<file path="src/hdl/blri_pkg.sv">
`timescale 1ns / 1ps

package blri_pkg;

	localparam int DATA_W    = 32;
	localparam int CAP_W     = 5;
	localparam int DEPTH_DEF = 16;

	localparam logic [CAP_W-1:0] CAP_RESET = 5'd16;

	typedef enum logic [1:0] {
		OP_INSERT = 2'd0,
		OP_REMOVE = 2'd1,
		OP_DUMP   = 2'd2
	} op_t;

	typedef struct packed {
		logic load;
		logic wrap;
		logic shift;
	} blri_cell_ctl_t;

endpackage

</file>
<file path="src/hdl/bounded_list_insert_remove_core.sv">
// Insert loads the value into the cell at the tail; remove rotates the list once
// through the row of cells past the head comparator. A dump also rotates the list once and
// gives one word per cycle while out_ready is high, or one flagged word for an empty list.
// The block takes a new word in the cycle after an insert, and after a remove or dump completes.
// Asynchronous reset empties the list and sets capacity to 16; the entry cells are not cleared.
`timescale 1ns / 1ps

module bounded_list_insert_remove_core
	import blri_pkg::*;
#(
	parameter int DEPTH = DEPTH_DEF
) (
	input  logic                     clk,
	input  logic                     arst_n,
	input  logic                     cfg_valid,
	output logic                     cfg_ready,
	input  logic [CAP_W-1:0]         capacity,
	input  logic                     in_valid,
	output logic                     in_ready,
	input  logic [1:0]               operation,
	input  logic signed [DATA_W-1:0] value,
	output logic                     out_valid,
	input  logic                     out_ready,
	output logic signed [DATA_W-1:0] item_value,
	output logic                     last_item,
	output logic                     list_empty
);

	localparam int CNT_W = $clog2(DEPTH + 1);
	localparam int CMP_W = (CNT_W > CAP_W) ? CNT_W : CAP_W;

	typedef enum logic [1:0] {
		ST_IDLE,
		ST_REMOVE,
		ST_DUMP
	} state_t;

	state_t             state_q;
	logic [CAP_W-1:0]   capacity_q;
	logic [CNT_W-1:0]   count_q;
	logic [CNT_W-1:0]   steps_q;
	logic [DATA_W-1:0]  key_q;
	logic               found_q;
	logic               out_valid_q;
	logic [DATA_W-1:0]  item_value_q;
	logic               last_item_q;
	logic               list_empty_q;

	logic               in_fire;
	logic               out_free;
	logic               ins_ok;
	logic               do_insert;
	logic               rot_step;
	logic               drop;
	logic [DATA_W-1:0]  head;
	logic [DATA_W-1:0]  cell_data [DEPTH];

	assign cfg_ready  = 1'b1;
	assign in_ready   = (state_q == ST_IDLE);
	assign in_fire    = in_valid && in_ready;
	assign out_free   = !out_valid_q || out_ready;
	assign head       = cell_data[0];

	assign ins_ok    = (CMP_W'(count_q) < CMP_W'(capacity_q)) &&
	                   (CMP_W'(count_q) < CMP_W'(DEPTH));
	assign do_insert = in_fire && (operation == OP_INSERT) && ins_ok;
	assign drop      = (state_q == ST_REMOVE) && !found_q && (head == key_q);
	assign rot_step  = (state_q == ST_REMOVE) ||
	                   ((state_q == ST_DUMP) && out_free && (count_q != '0));

	for (genvar i = 0; i < DEPTH; i++) begin : g_cell
		localparam logic [CNT_W-1:0] IDX    = CNT_W'(i);
		localparam logic [CNT_W-1:0] IDX_P1 = CNT_W'(i + 1);
		blri_cell_ctl_t    ctl;
		logic [DATA_W-1:0] right;

		assign ctl.load  = do_insert && (IDX == count_q);
		assign ctl.wrap  = rot_step && !drop && (IDX_P1 == count_q);
		assign ctl.shift = rot_step && (IDX_P1 < count_q);

		if (i == DEPTH - 1) begin : g_tail
			assign right = cell_data[i];
		end else begin : g_mid
			assign right = cell_data[i + 1];
		end

		blri_cell u_cell (
			.clk       (clk),
			.ctl       (ctl),
			.right     (right),
			.head      (head),
			.load_data (value),
			.data      (cell_data[i])
		);
	end

	always_ff @(posedge clk or negedge arst_n) begin
		if (!arst_n) begin
			state_q      <= ST_IDLE;
			capacity_q   <= CAP_RESET;
			count_q      <= '0;
			steps_q      <= '0;
			key_q        <= '0;
			found_q      <= 1'b0;
			out_valid_q  <= 1'b0;
			item_value_q <= '0;
			last_item_q  <= 1'b0;
			list_empty_q <= 1'b0;
		end else begin
			if (cfg_valid && cfg_ready) begin
				capacity_q <= capacity;
			end
			if ((state_q == ST_DUMP) && out_free) begin
				out_valid_q <= 1'b1;
			end else if (out_ready) begin
				out_valid_q <= 1'b0;
			end
			unique case (state_q)
				ST_IDLE: begin
					if (in_fire) begin
						unique case (operation)
							OP_INSERT: begin
								if (ins_ok) begin
									count_q <= count_q + CNT_W'(1);
								end
							end
							OP_REMOVE: begin
								if (count_q != '0) begin
									state_q <= ST_REMOVE;
									steps_q <= count_q;
									key_q   <= value;
									found_q <= 1'b0;
								end
							end
							OP_DUMP: begin
								state_q <= ST_DUMP;
								steps_q <= count_q;
							end
							default: begin
							end
						endcase
					end
				end
				ST_REMOVE: begin
					steps_q <= steps_q - CNT_W'(1);
					if (drop) begin
						count_q <= count_q - CNT_W'(1);
						found_q <= 1'b1;
					end
					if (steps_q == CNT_W'(1)) begin
						state_q <= ST_IDLE;
					end
				end
				ST_DUMP: begin
					if (out_free) begin
						if (count_q == '0) begin
							item_value_q <= '0;
							last_item_q  <= 1'b1;
							list_empty_q <= 1'b1;
							state_q      <= ST_IDLE;
						end else begin
							item_value_q <= head;
							last_item_q  <= (steps_q == CNT_W'(1));
							list_empty_q <= 1'b0;
							steps_q      <= steps_q - CNT_W'(1);
							if (steps_q == CNT_W'(1)) begin
								state_q <= ST_IDLE;
							end
						end
					end
				end
				default: begin
					state_q <= ST_IDLE;
				end
			endcase
		end
	end

	assign out_valid  = out_valid_q;
	assign item_value = item_value_q;
	assign last_item  = last_item_q;
	assign list_empty = list_empty_q;

endmodule

</file>
<file path="src/hdl/blri_cell.sv">
`timescale 1ns / 1ps

module blri_cell
	import blri_pkg::*;
(
	input  logic                clk,
	input  blri_cell_ctl_t      ctl,
	input  logic [DATA_W-1:0]   right,
	input  logic [DATA_W-1:0]   head,
	input  logic [DATA_W-1:0]   load_data,
	output logic [DATA_W-1:0]   data
);

	logic [DATA_W-1:0] val_q;

	always_ff @(posedge clk) begin
		priority if (ctl.load) begin
			val_q <= load_data;
		end else if (ctl.wrap) begin
			val_q <= head;
		end else if (ctl.shift) begin
			val_q <= right;
		end else begin
			val_q <= val_q;
		end
	end

	assign data = val_q;

endmodule

</file>
<file path="config.mk">
export PLATFORM = sky130hd
export DESIGN_NAME = bounded_list_insert_remove_core
export DESIGN_NICKNAME = d
export VERILOG_FILES = /design/src/hdl/blri_pkg.sv /design/src/hdl/bounded_list_insert_remove_core.sv /design/src/hdl/blri_cell.sv
export SDC_FILE = /design/constraint.sdc
export NUM_CORES = 1
export LEC_CHECK = 0
export BUFFER_PORTS_ARGS = -buffer_cell sky130_fd_sc_hd__clkbuf_2
export CAP_MARGIN = 25
export CELL_PAD_IN_SITES_DETAIL_PLACEMENT = 0
export CELL_PAD_IN_SITES_GLOBAL_PLACEMENT = 1
export CORE_UTILIZATION = 45
export DETAILED_ROUTE_END_ITERATION = 12
export GPL_ROUTABILITY_DRIVEN = 0
export GPL_TIMING_DRIVEN = 0
export PLACE_DENSITY_LB_ADDON = 0.15
export REMOVE_ABC_BUFFERS = 1
export SLEW_MARGIN = 20
export SYNTH_ARGS = -nofsm -noshare
export SYNTH_HDL_FRONTEND = slang
export SYNTH_SLANG_ARGS = --single-unit
</file>
<file path="constraint.sdc">
create_clock -name clk -period 6.6 [get_ports clk]
set_clock_uncertainty 0.15 [all_clocks]
set_input_delay 1.98 -clock clk [delete_from_list [all_inputs] [get_ports clk]]
set_output_delay 1.98 -clock clk [all_outputs]
set_load 0.02 [all_outputs]
</file>
# --- Yosys cells after proc, flatten, opt, wreduce, memory -nomap -nowiden ---
# Index checks and enable logic that the tools add are counted.
word_totals:
  input_bits: 44
  word_cells: 245
  output_inout_bits: 37
  register_bits: 597
classes:
  n_eq_ne: 33
  n_addsub: 3
  n_mux: 75
  order_cmp: 17
  reduce_logical: 91
op_table:
  columns: ["op", "n"]
  rows:
  - ["2-to-1 mux 32 bit", 48]
  - ["logical AND 1 bit", 56]
  - ["nonzero test 3 bit", 15]
  - ["== test 4 x 5 -> 1 bit (first input constant)", 8]
  - ["< comparator 4 x 5 -> 1 bit (first input constant)", 8]
  - ["2-to-1 mux 5 bit", 8]
  - ["== test 32 bit", 1]
  - ["== test 3 x 5 -> 1 bit (first input constant)", 4]
  - ["< comparator 3 x 5 -> 1 bit (first input constant)", 4]
  - ["one-hot mux 5 bit (2 select lines)", 2]
  - ["one-hot mux 5 bit (3 select lines)", 1]
  - ["!= test 2 x 1 -> 1 bit (second input constant)", 6]
  - ["== test 2 x 5 -> 1 bit (first input constant)", 2]
  - ["< comparator 2 x 5 -> 1 bit (first input constant)", 2]
  - ["2-to-1 mux 2 bit", 5]
  - ["AND reduction 5 bit", 2]
  - ["subtractor 5 x 1 -> 5 bit (second input constant)", 2]
  - ["2-to-1 mux 1 bit", 8]
  - ["AND reduction 4 bit", 2]
  - ["nonzero test 2 bit", 4]
  - ["!= test 2 bit (second input constant)", 3]
  - ["one-hot mux 2 bit (3 select lines)", 1]
  - ["AND reduction 6 bit", 1]
  - ["adder 5 x 1 -> 5 bit (second input constant)", 1]
  - ["other kinds (18)", 25]

# --- Depth between registers and ports, before layout ---
# Gate-level depths: netlist (run 1).
logic_depth:
  depth_word: 9
  depth_mapped: 11
  mapped_depth_nobuf: 8

# --- Modules after synthesis ---
# Synthesis (run 1) repeated with hierarchy kept, for this count alone.
hier_totals:
  cells_unflattened: 2670
  hier_area_um2: 31308.8
by_module_without_submodules:
  columns: ["mod", "cells_each", "seq_area_each_um2", "area_each_um2", "instances"]
  rows:
  - ["blri_cell", 140, 960.9, 1672.9, 16]
  - ["bounded_list_insert_remove_core", 430, 2128.3, 4543.1, 1]

# --- Least setup slack after synthesis (run 1) ---
# No wires, ideal clock.
synth_path:
  path_type: "input to register"
  from: "in out_ready"
  to: "reg g_cell[3].u_cell.val_q[0] (enable)"
  path_slack_ps: 613
  t_required_ps: 5984
  cell_stages: 6
  t_arrival_ps: 5371
  setup_time_ps: 466
  path_buffers: 2
  cell_sequence: "nor2b_1 > o31ai_2 > clkbuf_1 > nand3_1 > clkbuf_1 > o21ai_0"
synth_via:
  elab_chain_len: 7
  word_cells_on_any_way: 8
  classes_between: "reduce/logical (8)"
synth_rtl:
  columns: ["item", "line", "rtl"]
  rows:
  - ["from (decl)", "bounded_list_insert_remove_core.sv:23", "input logic out_ready,"]
  - ["logical OR 1 bit (*)", "bounded_list_insert_remove_core.sv:61", "assign out_free = !out_valid_q || out_ready;"]
  - ["logical AND 1 bit (*) (2 in a row)", "bounded_list_insert_remove_core.sv:69", "((state_q == ST_DUMP) && out_free && (count_q != '0));"]
  - ["logical OR 1 bit (*)", "bounded_list_insert_remove_core.sv:68", "assign rot_step = (state_q == ST_REMOVE) ||"]
  - ["logical AND 1 bit (2 in a row)", "bounded_list_insert_remove_core.sv:78", "assign ctl.wrap = rot_step && !drop && (IDX_P1 == count_q);"]
  - ["nonzero test 3 bit (no source line) (*)", null, null]
  - ["to (signal assigned)", "blri_cell.sv:18", "val_q <= load_data;"]
  - ["to (signal assigned)", "blri_cell.sv:22", "val_q <= right;"]
  - ["to (signal assigned)", "blri_cell.sv:24", "val_q <= val_q;"]
  - ["to (decl)", "blri_cell.sv:14", "logic [DATA_W-1:0] val_q;"]
# Mark *: on every way between the ends. The rest lies on a longest branch, timed or not.
# A chain may end at the register's enable or synchronous reset.

# --- Final worst setup path (run 1) ---
layout_path:
  from: "reg count_q[1]"
  to: "reg g_cell[7].u_cell.val_q[22] (enable)"
layout_via:
  elab_chain_len: 6
  word_cells_on_any_way: 15
  classes_between: "order compare (3); eq/ne (2); reduce/logical (10)"
layout_rtl:
  columns: ["item", "line", "rtl"]
  rows:
  - ["from (decl)", "bounded_list_insert_remove_core.sv:40", "logic [CNT_W-1:0] count_q;"]
  - ["from (signal assigned)", "bounded_list_insert_remove_core.sv:124", "count_q <= count_q + CNT_W'(1);"]
  - ["from (signal assigned)", "bounded_list_insert_remove_core.sv:147", "count_q <= count_q - CNT_W'(1);"]
  - ["branches (longest 5 deep; another with < comparator 5 bit)", null, null]
  - ["nonzero test 3 bit (no source line) (*)", null, null]
  - ["to (signal assigned)", "blri_cell.sv:18", null]
  - ["to (signal assigned)", "blri_cell.sv:22", null]
  - ["to (signal assigned)", "blri_cell.sv:24", null]
  - ["to (decl)", "blri_cell.sv:14", null]
# Mark *: on every way between the ends.

==> results of run 1 <==
-- worst max-delay path by stage --
stage | endpoint | slack (ns) | from
2_1_floorplan | g_cell[7].u_cell.data[0] | -4.66 | out_ready
3_3_place_gp | g_cell[7].u_cell.data[7] | -12.45 | out_ready
3_5_place_dp | g_cell[7].u_cell.data[22] | 0.52 | out_ready
4_1_cts | g_cell[7].u_cell.data[7] | 0.86 | count_q[0]
5_1_grt | g_cell[7].u_cell.data[7] | 0.59 | count_q[1]
6_report | g_cell[7].u_cell.data[22] | 0.78 | count_q[1]
-- cell type report --
type | count | area [um2] | share of cell area
multi-input combinational | 1920 | 12780 | 0.3492
inverter | 28 | 105.1 | 0.002871
timing repair buffer | 249 | 2899 | 0.07919
tap | 931 | 1165 | 0.03182
clock buffer | 102 | 1987 | 0.05427
clock inverter | 27 | 166.4 | 0.004545
sequential | 597 | 17500 | 0.4781
-- state kept, by name, summed over array words and instances (netlist names) --
signal              flops
g_cell.u_cell.data    512
item_value             32
key_q                  32
capacity_q              5
count_q                 5
steps_q                 5
state_q                 2
found_q                 1
last_item               1
list_empty              1
out_valid               1
-- cells in the final DEF, fill, tap and decap left out, types with 10 or more instances in the layout --
cell	instances
inv_1	27
nand4_1	25
buf_12	12
and4_1	34
a221o_1	128
buf_8	16
o31ai_1	10
nor2b_1	36
and3_1	99
nor2_1	241
o21ai_0	359
buf_4	80
buf_6	18
a31oi_1	217
clkinv_1	11
o211ai_1	12
dfrtp_1	84
mux2_2	95
clkbuf_16	74
clkbuf_2	78
xor2_1	27
nand2_1	81
clkinv_2	13
o31a_1	18
nand3_1	165
clkbuf_1	25
ha_1	14
a21oi_1	50
edfxtp_1	512
nand3_2	10
a41oi_1	86
a2bb2oi_1	96
buf_16	44
-- metrics by stage --
step / power [mW] / util / std cells / hold slack [ns]
3_5_place_dp: 15.09 / 0.4989 / 3725 / 0.3213
5_1_grt: 19.74 / 0.5301 / 3854 / 0.3457
3_3_place_gp: 13.75 / 0.4576 / 3555 / 0.3037
2_1_floorplan: 11.43 / - / 2545 / 0.3153
6_report: 18.84 / 0.5301 / 3854 / 0.3268
4_1_cts: 18.83 / 0.5301 / 3854 / 0.3337
-- worst min-delay path: cells and delay by family (launching register included) --
kind	cells	cell delay (ns)
flops	1	0.34
compound gates	1	0.06
simple gates	1	0.04
-- metal layers --
metal	global-route usage	routed length, um	up-vias
met5	0	0	-
met1	0.3807	42380	12670
met3	0.04294	7247	191
met2	0.4604	47780	1147
met4	0.09475	2918	0
li1	-	-	11290
-- cell families (layout without fill, tap and decap cells) --
| group | Yosys count | in the layout | synth area share |
|---|---|---|---|
| and+or+nand+nor | 744 | 744 | 0.1193 |
| muxes | 99 | 99 | 0.03518 |
| xor gates and xnor gates | 34 | 34 | 0.009418 |
| DFF | 597 | 597 | 0.5536 |
| other | 1 | 1 | 0.0001186 |
| buffers and inverters | 422 | 406 | 0.05322 |
| AOI/OAI and AO/OA | 1027 | 1027 | 0.2232 |
| adders and majority gates | 15 | 15 | 0.005936 |
-- power by group through the flow --
stage / clock, mW / sequential (mW) / combinational [mW]
3_3_place_gp: 0 / 8.20 / 5.55
2_1_floorplan: 0 / 7.73 / 3.70
3_5_place_dp: 0 / 8.02 / 7.07
4_1_cts: 3.78 / 7.96 / 7.09
5_1_grt: 3.93 / 8.17 / 7.64
6_report: 3.73 / 7.99 / 7.12
==> metrics, run 1 <==
Pint=11.58 mW; Layout area overhead=15.78%; Period minus WS final=5.819 ns; Seq pwr share=0.424; Post-route DRC=0; clk sinks=597; final setup violation count=0; chip width=267.1 um; worst vdd ir=0.2265 mV; Tightest Hold Check Type=reg -> reg; fin crit share=0.8816; Buf/Inv on CP=4; row count=96; post_cts resized=0; Final WS setup=0.7815 ns; CP Max Fanout=49; pre-CTS WS=0.5171 ns; Combinational Power Share=0.378; TritonCTS clock tree=done; Leak=12.91 nW; iteration-0 DRC count of the detailed router=2779; WL final=100300 um; count leader, synth=edfxtp_1; deepest clock path buffer count=3; WP data required=6.61 ns; most used cell, CP=buf_16; Filler Cell Count=5905; R2R cell count=10; status=complete, no violations; WS Path Type=reg -> reg; Max Cap Viol=0; Ports=81; Synth top area share=0.4862; Critical Path Source Type=flop; antenna fix cells=0; fin area=36610 um2; first-pass GRT wire length=154000 um; worst skew pair latency=0.62 ns; vias in the first global route=24560; Area after DPL=34460 um2; Final TNS setup=0 ns; hold buffer count at cts=0; Floorplan Core Area=69070 um2; R2R Setup Slk=0.78 ns; Cells after Synth=2939; switching power=7.260 mW; crit path DAT=5.83 ns; Worst Setup End Kind=flop; clock-pin slew on the worst setup and hold paths=0.06 ns; Crit-path slowest cell=a21oi_2; Fin. Hold Viols=0; Synth area leader=edfxtp_1; Vias=25300; Final Net Count=2925; RSZ-0062 raised after global routing=no; r2r endpoint=g_cell[7].u_cell.data[22]; initial antenna violation count=0; sequential cell area fraction in the yosys report=0.5536; EDFF count, synth=512; post-DP HPWL=68760 um; Root Buffer Master=clkbuf_16; switching portion of total power=0.3854; Synth area leaders=edfxtp_1, dfrtp_1, o21ai_0; total CTS buffers=70; DRT Pass-1 Iters=7; YS warnings=0; Distinct cells, synth=73; initial core utilization=0.4578; cell depth of the worst setup path=10; grt ovf=0; Worst Hold Depth=2; Worst path top cell family by delay=simple AND/OR/NAND/NOR gates; relative slew slack=0.3314; layout cell share with drive strength beyond 1=0.1755; actual slew at the worst max-slew pin=1.003 ns; DR vias/cell=6.564; Hold Startpoint=item_value[0]; crit-path cells=inv_1 > ha_4 > or4b_1 > a21oi_2 > a31oi_4 > buf_16 > buf_16 > buf_16 > nand3_2 > nand2_2; remaining antenna violation count=0; Min-Delay Endpoint=item_value[0]; max-slew violation count=0; CTS HTree Levels=3; average cell area after synthesis=10.76 um2; synthesized cell area=31620 um2; DR WL/cell=26.03 um; Synth async-reset ratio=0.1424; CP peak stage delay=0.84 ns; Synth top cells by count=edfxtp_1, o21ai_0, clkbuf_1; fmax=0.1719 GHz; post-CTS setup buffer count=0; flip-flop and latch count after synthesis=597; RR Startpoint=count_q[1]; die height=267.1 um; Synth Flop Type=edfxtp_1; pwr dens=514.6 nW/um2; Clock Power Share=0.198; gr usage total=0.2811; die area=71330 um2; largest net degree at the start of global routing=76; input/output buffers=79
(Power assumes the default switching activity.)
==> run 2, diff against run 1 <==
Settings changed: CORE_UTILIZATION 45 to 51.
==> metrics, run 2 (synthesized netlist as in run 1, its figures left out) <==
WS Path Type=reg -> reg; fin area=36410 um2; CTS HTree Levels=3; R2R cell count=14; Worst Hold Depth=2; DR vias/cell=6.892; row count=90; Post-route DRC=0; hold buffer count at cts=0; worst skew pair latency=0.62 ns; remaining antenna violation count=0; iteration-0 DRC count of the detailed router=2924; largest net degree at the start of global routing=69; Final TNS setup=0 ns; layout cell share with drive strength beyond 1=0.1755; Tightest Hold Check Type=reg -> reg; Critical Path Source Type=flop; chip width=251.0 um; final setup violation count=0; Largest register FFs=512; Placed Cells=3578; post_cts resized=0; Worst Setup End Kind=flop; Floorplan Core Area=60810 um2; gr usage total=0.3131; Max Cap Viol=0; Fin. Hold Viols=0; grt ovf=0; Layout area overhead=15.15%; pwr dens=514.9 nW/um2; CP Max Fanout=44; post-DP HPWL=66630 um; most common cell after layout, fill and taps aside=edfxtp_1; Ports=81; status=complete, no violations; Root Buffer Master=clkbuf_16; DR WL/cell=26.74 um; post-CTS setup buffer count=0; Filler Cell Count=4834; TritonCTS clock tree=done; relative slew slack=0.3321; total CTS buffers=68; RSZ-0062 raised after global routing=no; Vias=25520; crit path DAT=5.79 ns; max-slew violation count=0; post-route insts no fill=3702; clk sinks=597; WL met2=46570 um; clock-pin slew on the worst setup and hold paths=0.06 ns; met3 wire length=9054 um; initial core utilization=0.5200; Area after DPL=34320 um2; Period minus WS final=5.570 ns; WP data required=6.82 ns; initial antenna violation count=1; fin crit share=0.8439; Leak=12.90 nW; input/output buffers=79; deepest clock path buffer count=3; DRT Pass-1 Iters=5; Final WS setup=1.030 ns; actual slew at the worst max-slew pin=0.9879 ns; WL met1=40550 um; vias in the first global route=24970; most frequent cells in the layout=edfxtp_1, o21ai_0, nor2_1; fmax=0.1795 GHz; die area=63000 um2; first-pass GRT wire length=152700 um; pre-CTS WS=0.6741 ns; worst vdd ir=0.2984 mV; die height=251.0 um; WL final=98990 um; Pwr Total=18.75 mW; uppermost layer routed=met4; Final Net Count=2925
==> run 2: critical path: stages (launching register included) <==
cell      delay [ns]
dfrtp_1         0.51
inv_1           0.32
ha_4            0.62
nor4b_4         0.75
o31ai_4         0.27
buf_6           0.23
and2_1          0.26
o31a_2          0.36
buf_12          0.28
o21ai_4         0.40
buf_16          0.22
o211ai_1        0.23
buf_4           0.28
buf_4           0.18
buf_4           0.18
==> run 2: worst paths after layout <==
kind / start / end / slack [ns]
worst max-delay path: count_q[0] / g_cell[5].u_cell.data[15] / 1.03
worst min-delay path: item_value[18] / item_value[18] / 0.33
worst max register to register: count_q[0] / g_cell[5].u_cell.data[15] / 1.03
worst min register to register: item_value[18] / item_value[18] / 0.33
max in group asynchronous: arst_n / item_value[4] / 4.58
min in group asynchronous: arst_n / found_q / 1.11
==> run 2: final cells by class <==
type | count | area, um2 | area share
tap | 782 | 978.4 | 0.02687
clock inverter | 21 | 120.1 | 0.003299
inverter | 28 | 105.1 | 0.002887
clock buffer | 101 | 1968 | 0.05406
multi-input combinational | 1920 | 12780 | 0.3510
timing repair buffer | 251 | 2950 | 0.08103
sequential | 597 | 17500 | 0.4807
antenna | 2 | 5.005 | 0.0001375
==> run 2: layer usage <==
layer,global-route usage,vias to the layer above
met5,0,-
met4,0.1038,0
met3,0.05912,215
met2,0.5078,1388
met1,0.4241,12610
li1,-,11300
==> run 2: report_power, final <==
group	internal [mW]	total, mW	switching [mW]
clock	2.07	3.63	1.56
sequential	6.78	8.00	1.22
combinational	2.67	7.12	4.45
==> run 2: through the flow <==
stage          hold slack, ns    util
6_report               0.3282  0.5988
3_5_place_dp           0.3215  0.5643
2_1_floorplan          0.3153       -
4_1_cts                0.3345  0.5987
5_1_grt                0.3576  0.5987
3_3_place_gp           0.3049  0.5166
